==> config.mk <==
export PLATFORM = sky130hd
export DESIGN_NAME = timestamp_text_parser
export DESIGN_NICKNAME = d
export VERILOG_FILES = /design/src/hw/rtl/tsp_pkg.sv /design/src/hw/rtl/timestamp_text_parser.sv
export VERILOG_INCLUDE_DIRS = /design/src /design/src/hw/rtl
export SDC_FILE = /design/constraint.sdc
export NUM_CORES = 1
export LEC_CHECK = 0
export BUFFER_PORTS_ARGS = -buffer_cell sky130_fd_sc_hd__buf_2
export CORE_UTILIZATION = 32
export DETAILED_ROUTE_END_ITERATION = 8
export GPL_TIMING_DRIVEN = 0
export PLACE_DENSITY = 0.44
export SKIP_LAST_GASP = 1
export SYNTH_ARGS = -nofsm -noshare
export SYNTH_HDL_FRONTEND = slang
export SYNTH_SLANG_ARGS = --single-unit
==> constraint.sdc <==
create_clock -name clk_i -period 3.35 [get_ports clk_i]
set_input_delay 0.335 -clock clk_i [delete_from_list [all_inputs] [get_ports clk_i]]
set_output_delay 0.335 -clock clk_i [all_outputs]
set_load 0.02 [all_outputs]
==> src/hw/rtl/timestamp_text_parser_defines.svh <==
// assertion macros for the timestamp text parser
`ifndef TIMESTAMP_TEXT_PARSER_DEFINES_SVH
`define TIMESTAMP_TEXT_PARSER_DEFINES_SVH

// property checked on every rising edge, muted while reset is asserted
`define TSP_ASSERT(label, prop, msg) \
  label: assert property (@(posedge clk_i) disable iff (!rst_ni) (prop)) else $error(msg);

// property checked on every rising edge, reset included
`define TSP_ASSERT_ALWAYS(label, prop, msg) \
  label: assert property (@(posedge clk_i) (prop)) else $error(msg);

`endif

==> src/hw/rtl/tsp_pkg.sv <==
// constants and helper function of the timestamp text parser
`timescale 1ns / 1ps

package tsp_pkg;

  // field widths
  localparam int unsigned CH_W     = 8;
  localparam int unsigned POS_W    = 5;
  localparam int unsigned YEAR_W   = 14;
  localparam int unsigned TWO_W    = 7;
  localparam int unsigned MILLIS_W = 10;

  // position saturates here, bytes beyond are ignored
  localparam logic [POS_W-1:0] POS_SAT = 5'd23;

  // zero-based positions of the last byte of each accepted length
  localparam logic [POS_W-1:0] POS_END_DATE = 5'd9;
  localparam logic [POS_W-1:0] POS_END_TIME = 5'd18;
  localparam logic [POS_W-1:0] POS_END_FRAC = 5'd22;

  // characters
  localparam logic [CH_W-1:0] CH_ZERO  = 8'h30;
  localparam logic [CH_W-1:0] CH_NINE  = 8'h39;
  localparam logic [CH_W-1:0] CH_DASH  = 8'h2D;
  localparam logic [CH_W-1:0] CH_COLON = 8'h3A;
  localparam logic [CH_W-1:0] CH_T     = 8'h54;
  localparam logic [CH_W-1:0] CH_SPACE = 8'h20;
  localparam logic [CH_W-1:0] CH_DOT   = 8'h2E;

  // one decimal step: acc * 10 + digit, modulo the year width
  function automatic logic [YEAR_W-1:0] dec_step(input logic [YEAR_W-1:0] acc,
                                                 input logic [3:0] dig);
    dec_step = (acc << 3) + (acc << 1) + {{(YEAR_W-4){1'b0}}, dig};
  endfunction

endpackage

==> src/hw/rtl/timestamp_text_parser.sv <==
// timestamp text parser: byte-serial YYYY-MM-DD[( |T)HH:MM:SS[.mmm]] decoder
// pipeline: an accepted byte is registered in the input register, then processed;
//   the result of a text is registered in the result register when its last byte is processed
// throughput: one byte per cycle, limited only by a result stalled at the output
// reset: async active low, clears position, accumulators, error flag and valids
`timescale 1ns / 1ps

`include "timestamp_text_parser_defines.svh"

module timestamp_text_parser (
  input  logic                             clk_i,
  input  logic                             rst_ni,
  input  logic                             in_valid_i,
  output logic                             in_ready_o,
  input  logic [tsp_pkg::CH_W-1:0]         ch_i,
  input  logic                             last_i,
  output logic                             out_valid_o,
  input  logic                             out_ready_i,
  output logic [tsp_pkg::YEAR_W-1:0]       year_o,
  output logic [tsp_pkg::TWO_W-1:0]        month_o,
  output logic [tsp_pkg::TWO_W-1:0]        day_o,
  output logic [tsp_pkg::TWO_W-1:0]        hour_o,
  output logic [tsp_pkg::TWO_W-1:0]        minute_o,
  output logic [tsp_pkg::TWO_W-1:0]        second_o,
  output logic [tsp_pkg::MILLIS_W-1:0]     millis_o,
  output logic                             bad_format_o
);

  import tsp_pkg::*;

  // input register
  logic              in_valid_q, in_valid_d;
  logic [CH_W-1:0]   ch_q;
  logic              last_q;

  // parse state
  logic [POS_W-1:0]    pos_q, pos_d;
  logic [YEAR_W-1:0]   year_q, year_d;
  logic [TWO_W-1:0]    month_q, month_d;
  logic [TWO_W-1:0]    day_q, day_d;
  logic [TWO_W-1:0]    hour_q, hour_d;
  logic [TWO_W-1:0]    minute_q, minute_d;
  logic [TWO_W-1:0]    second_q, second_d;
  logic [MILLIS_W-1:0] millis_q, millis_d;
  logic                err_q, err_d;

  // result register
  logic                out_valid_q, out_valid_d;
  logic [YEAR_W-1:0]   res_year_q;
  logic [TWO_W-1:0]    res_month_q, res_day_q, res_hour_q, res_minute_q, res_second_q;
  logic [MILLIS_W-1:0] res_millis_q;
  logic                res_bad_q;

  // byte decode
  logic                in_fire, proc_fire, emit;
  logic                is_digit, byte_err, len_ok, bad;
  logic [3:0]          dig;
  logic [YEAR_W-1:0]   year_nx;
  logic [TWO_W-1:0]    month_nx, day_nx, hour_nx, minute_nx, second_nx;
  logic [MILLIS_W-1:0] millis_nx;

  // handshake: a stored byte moves on unless it is a last byte facing a full output
  assign proc_fire  = in_valid_q && (!last_q || !out_valid_q || out_ready_i);
  assign emit       = proc_fire && last_q;
  assign in_ready_o = !in_valid_q || proc_fire;
  assign in_fire    = in_valid_i && in_ready_o;

  assign is_digit = (ch_q >= CH_ZERO) && (ch_q <= CH_NINE);
  assign dig      = ch_q[3:0];

  // per-position check and accumulate
  always_comb begin
    byte_err  = 1'b0;
    year_nx   = year_q;
    month_nx  = month_q;
    day_nx    = day_q;
    hour_nx   = hour_q;
    minute_nx = minute_q;
    second_nx = second_q;
    millis_nx = millis_q;
    case (pos_q) inside
      [5'd0:5'd3]: begin
        byte_err = !is_digit;
        if (is_digit) year_nx = dec_step(year_q, dig);
      end
      5'd4, 5'd7: begin
        byte_err = (ch_q != CH_DASH);
      end
      [5'd5:5'd6]: begin
        byte_err = !is_digit;
        if (is_digit) month_nx = TWO_W'(dec_step({{(YEAR_W-TWO_W){1'b0}}, month_q}, dig));
      end
      [5'd8:5'd9]: begin
        byte_err = !is_digit;
        if (is_digit) day_nx = TWO_W'(dec_step({{(YEAR_W-TWO_W){1'b0}}, day_q}, dig));
      end
      5'd10: begin
        byte_err = (ch_q != CH_T) && (ch_q != CH_SPACE);
      end
      [5'd11:5'd12]: begin
        byte_err = !is_digit;
        if (is_digit) hour_nx = TWO_W'(dec_step({{(YEAR_W-TWO_W){1'b0}}, hour_q}, dig));
      end
      5'd13, 5'd16: begin
        byte_err = (ch_q != CH_COLON);
      end
      [5'd14:5'd15]: begin
        byte_err = !is_digit;
        if (is_digit) minute_nx = TWO_W'(dec_step({{(YEAR_W-TWO_W){1'b0}}, minute_q}, dig));
      end
      [5'd17:5'd18]: begin
        byte_err = !is_digit;
        if (is_digit) second_nx = TWO_W'(dec_step({{(YEAR_W-TWO_W){1'b0}}, second_q}, dig));
      end
      5'd19: begin
        byte_err = (ch_q != CH_DOT);
      end
      [5'd20:5'd22]: begin
        byte_err = !is_digit;
        if (is_digit) begin
          millis_nx = MILLIS_W'(dec_step({{(YEAR_W-MILLIS_W){1'b0}}, millis_q}, dig));
        end
      end
      default: begin
        byte_err = 1'b0;
      end
    endcase
  end

  // length check uses the position of the last byte
  assign len_ok = (pos_q == POS_END_DATE) || (pos_q == POS_END_TIME) || (pos_q >= POS_END_FRAC);
  assign bad    = err_q || byte_err || !len_ok;

  // next state of the parse registers
  always_comb begin
    pos_d    = pos_q;
    year_d   = year_q;
    month_d  = month_q;
    day_d    = day_q;
    hour_d   = hour_q;
    minute_d = minute_q;
    second_d = second_q;
    millis_d = millis_q;
    err_d    = err_q;
    if (emit) begin
      pos_d    = '0;
      year_d   = '0;
      month_d  = '0;
      day_d    = '0;
      hour_d   = '0;
      minute_d = '0;
      second_d = '0;
      millis_d = '0;
      err_d    = 1'b0;
    end else if (proc_fire) begin
      pos_d    = (pos_q < POS_SAT) ? pos_q + 5'd1 : pos_q;
      year_d   = year_nx;
      month_d  = month_nx;
      day_d    = day_nx;
      hour_d   = hour_nx;
      minute_d = minute_nx;
      second_d = second_nx;
      millis_d = millis_nx;
      err_d    = err_q || byte_err;
    end
  end

  // valid flags of both stages
  always_comb begin
    in_valid_d = in_valid_q;
    if (in_fire) begin
      in_valid_d = 1'b1;
    end else if (proc_fire) begin
      in_valid_d = 1'b0;
    end
    out_valid_d = out_valid_q;
    if (emit) begin
      out_valid_d = 1'b1;
    end else if (out_ready_i) begin
      out_valid_d = 1'b0;
    end
  end

  // control registers
  always_ff @(posedge clk_i or negedge rst_ni) begin
    if (!rst_ni) begin
      in_valid_q  <= 1'b0;
      out_valid_q <= 1'b0;
      pos_q       <= '0;
      year_q      <= '0;
      month_q     <= '0;
      day_q       <= '0;
      hour_q      <= '0;
      minute_q    <= '0;
      second_q    <= '0;
      millis_q    <= '0;
      err_q       <= 1'b0;
    end else begin
      in_valid_q  <= in_valid_d;
      out_valid_q <= out_valid_d;
      pos_q       <= pos_d;
      year_q      <= year_d;
      month_q     <= month_d;
      day_q       <= day_d;
      hour_q      <= hour_d;
      minute_q    <= minute_d;
      second_q    <= second_d;
      millis_q    <= millis_d;
      err_q       <= err_d;
    end
  end

  // input byte register
  always_ff @(posedge clk_i) begin
    if (in_fire) begin
      ch_q   <= ch_i;
      last_q <= last_i;
    end
  end

  // result register, fields zeroed on a format error
  always_ff @(posedge clk_i) begin
    if (emit) begin
      res_bad_q    <= bad;
      res_year_q   <= bad ? '0 : year_nx;
      res_month_q  <= bad ? '0 : month_nx;
      res_day_q    <= bad ? '0 : day_nx;
      res_hour_q   <= bad ? '0 : hour_nx;
      res_minute_q <= bad ? '0 : minute_nx;
      res_second_q <= bad ? '0 : second_nx;
      res_millis_q <= bad ? '0 : millis_nx;
    end
  end

  assign out_valid_o  = out_valid_q;
  assign year_o       = res_year_q;
  assign month_o      = res_month_q;
  assign day_o        = res_day_q;
  assign hour_o       = res_hour_q;
  assign minute_o     = res_minute_q;
  assign second_o     = res_second_q;
  assign millis_o     = res_millis_q;
  assign bad_format_o = res_bad_q;

  // checks
  `TSP_ASSERT(a_stall_only_on_full_out, !in_ready_o |-> (out_valid_o && !out_ready_i), "input stalled without a blocked result")
  `TSP_ASSERT(a_pos_restart, emit |=> (pos_q == '0 && !err_q), "parse state not cleared after a result")
  `TSP_ASSERT(a_bad_zero_fields, (out_valid_o && bad_format_o) |-> (year_o == '0 && month_o == '0 && day_o == '0 && millis_o == '0), "error result carries field data")
  `TSP_ASSERT(a_pos_range, pos_q <= POS_SAT, "position beyond saturation")

endmodule

==> impl_metrics.env <==
export IMPL_timing_hold_ws_ns=0.07525
export IMPL_synthFlopType="edfxtp_1"
export IMPL_clock_latency_ns=0.44
export IMPL_place_gp_congestion=0.8047
export IMPL_slew_headroom_pct=39.52
export IMPL_maxCapViolations=0
export IMPL_yosysWarnings=0
export IMPL_synth_distinct_cells=69
export IMPL_path_class="reg2reg"
export IMPL_async_flop_share_pct=49.26
export IMPL_reg2reg_to="minute_o[6]"
export IMPL_core_um2=26130
export IMPL_dp_hpwl_um=16570
export IMPL_drv_slew=0
export IMPL_clk_pin_slew_worst_paths_ns=0.06
export IMPL_synth_nets=943
export IMPL_reg2reg_from="pos_q[1]"
export IMPL_fin_crit_sh_pct=96.69
export IMPL_min_period_ns=3.239
export IMPL_failed_checks="design-rule violations"
export IMPL_timing_fmax_ghz=0.3087
export IMPL_path_max_fanout=10
export IMPL_setup_violations=0
export IMPL_drive_gt1_share_pct=15.56
export IMPL_io_buffers=74
export IMPL_antenna_cells=0
export IMPL_cts_sinks=136
export IMPL_groute_usage_overall_pct=17.92
export IMPL_ctsRootBufferMaster="clkbuf_16"
export IMPL_final_nets=1046
export IMPL_hold_depth=1
export IMPL_finalHoldViolations=0
export IMPL_avgSynthCellArea_um2=10.26
export IMPL_synth_top_area_share_pct=24.19
export IMPL_synth_edf_count=69
export IMPL_r2r_cells=11
export IMPL_worst_endpoint_arrival_ns=3.46
export IMPL_grt_pass1_wl_um=37670
export IMPL_grt_max_degree=62
export IMPL_die_h_um=165.6
export IMPL_antenna_found_initial=0
export IMPL_critPathLaunchType="flop"
export IMPL_via_count=6604
export IMPL_numCtsBuffers=17
export IMPL_areaGrowthSynthToFinish_pct=17.92
export IMPL_rsz0062_at_grt="yes"
export IMPL_initial_utilization_pct=32.78
export IMPL_rrSetupSlack_ns=0.11
export IMPL_end_kind="flop"
export IMPL_overflow=0
export IMPL_wirelength_um=23560
export IMPL_viasPerCell=5.135
export IMPL_total_power_w=0.005323
export IMPL_drt_initial_drc_count=430
export IMPL_tritoncts="built"
export IMPL_yosysTopAreaCell="edfxtp_1"
export IMPL_synth_area_top_cells="edfxtp_1 (24%), dfrtp_1 (20%), ha_1 (12%), nand2_1 (4.5%), xnor2_1 (3.5%)"
export IMPL_worstPathRequired_ns=3.57
export IMPL_worst_pin_slew_ns=0.9052
export IMPL_synth_seq_area_share_pct=43.76
export IMPL_die_w_um=165.6
export IMPL_synthesis_area_um2=8566
export IMPL_netlist_instances=835
export IMPL_dr_pass1_iters=7
export IMPL_min_to="ch_q[1]"
export IMPL_avgRoutedWirePerCell_um=18.32
export IMPL_hold_class="in2reg"
export IMPL_p_per_area_nw_per_um2=526.9
export IMPL_clock_skew_ns=0.01177
export IMPL_std_cell_rows=59
export IMPL_io_pins=75
export IMPL_min_from="ch_i[1]"
export IMPL_cts_max_path_buffers=2
export IMPL_ir_drop_mv=0.3004
export IMPL_dieArea_um2=27430
export IMPL_htreeDepth=4
export IMPL_grt_pass1_vias=6580
export IMPL_synth_seq_cells=136
export IMPL_ant_nets=0
export IMPL_status="finished with violations"
export IMPL_finalSetupTns_ns=0
export IMPL_route_detailed_drc=8
export IMPL_final_util_pct=38.65
export IMPL_power_leakage_nw=4.422
cell usage in the layout, fill, tap and decap left out, types with 5 or more instances in the layout:
cell and instances:
nand2_1 102, buf_2 81, ha_1 81, edfxtp_1 69
dfrtp_1 67, a21oi_1 59, nor2_1 54, o21ai_0 49
inv_1 37, xnor2_1 34, mux2i_1 23, a22o_1 21
clkbuf_1 20, a21o_1 17, clkbuf_16 17, fa_1 14
and3_1 12, nand3_1 12, buf_4 11, a21boi_0 10
nand2b_1 8, and2_1 7, a32o_1 7, o211ai_1 7
or3_1 6, nor2b_1 6, nor3_1 6, xor2_1 6
nor3b_1 5, a31oi_1 5, a211oi_1 5, o21a_1 5
clkinvlp_4 5
synthesized netlist by cell type, types with 14 or more instances:
cell,number
clkbuf_1,23
inv_1,38
nand2_1,102
edfxtp_1,69
mux2i_1,23
o21ai_0,49
a21o_1,17
ha_1,81
a22o_1,21
fa_1,14
a21oi_1,59
dfrtp_1,67
xnor2_1,34
nor2_1,55
flip-flops by register name, indices dropped and copies added (netlist names), 8 cells and up:
| register | count |
|---|---|
| year_q | 14 |
| year_o | 14 |
| ch_q | 8 |
| millis_o | 10 |
| millis_q | 10 |
kinds of logic (layout without fill, tap and decap cells):
kind of cell,count (synthesis),in the layout,synth area share (%)
and+or+nand+nor,243,243,13.44
muxes,23,23,2.688
AOI/OAI and AO/OA,221,221,17.18
buffers and inverters,77,193,3.739
DFF,136,136,43.76
adders and majority gates,95,95,15.10
xor gates and xnor gates,40,40,4.090
repair_timing:
item,CTS,global route
hold buffers,1,0
setup endpoints to repair,16,71
setup buffers,2,6
gates resized for setup,2,14
hold endpoints to repair,28,0
routing by layer:
metal	track usage (%)	vias to the layer above	part of all wire, %	wire length, µm
li1	-	3254	-	-
met1	24.58	3200	50	11670
met2	28.85	127	46	10730
met3	2.772	23	3.4	792
met4	5.973	0	1.6	380
met5	0	-	0	0
power by group:
group / leakage, nW / switching (W) / internal, W
sequential: 1.57 / 0.000157 / 0.00191
combinational: 2.57 / 0.000774 / 0.000535
clock: 0.278 / 0.000810 / 0.00114
critical path, stage by stage, from the launching register on:
cell      delay (ns)
dfrtp_1         0.45
clkbuf_4        0.25
inv_1           0.07
ha_1            0.25
or3_1           0.40
a32oi_4         0.27
and4_4          0.30
and3_1          0.16
clkbuf_1        0.27
buf_4           0.25
nand2_1         0.07
a21oi_1         0.30
worst max-delay path by stage:
stage	from	to	slack, ns	cells past startpoint
global placement	last_q	day_o[5]	-0.76	4
global route	ch_q[7]	year_o[4]	-0.008	8
detailed placement	pos_q[0]	minute_o[6]	-0.09	11
finish	pos_q[1]	minute_o[6]	0.11	11
CTS	ch_q[2]	minute_o[6]	-0.02	10
floorplan	pos_q[0]	second_o[0]	0.57	11
per-stage QoR:
step,instances,setup WS (ns),instance area [µm²]
5_1_grt,1286,-0.008429,10100
4_1_cts,1280,-0.02005,10010
3_5_place_dp,1245,-0.08578,9388
6_report,1286,0.1107,10100
3_3_place_gp,1244,-0.7650,9355
2_1_floorplan,835,0.5742,8566
cell type report:
class / count / area, µm²
Fill cell: 2631 / 16030
Multi-Input combinational cell: 622 / 4532
Sequential cell: 136 / 3749
Timing Repair Buffer: 84 / 470.5
Clock buffer: 19 / 452.9
Tap cell: 335 / 419.2
Buffer: 39 / 190.2
Inverter: 38 / 145.1
Clock inverter: 13 / 142.6
No activity file was read; power rests on OpenSTA's default activity.
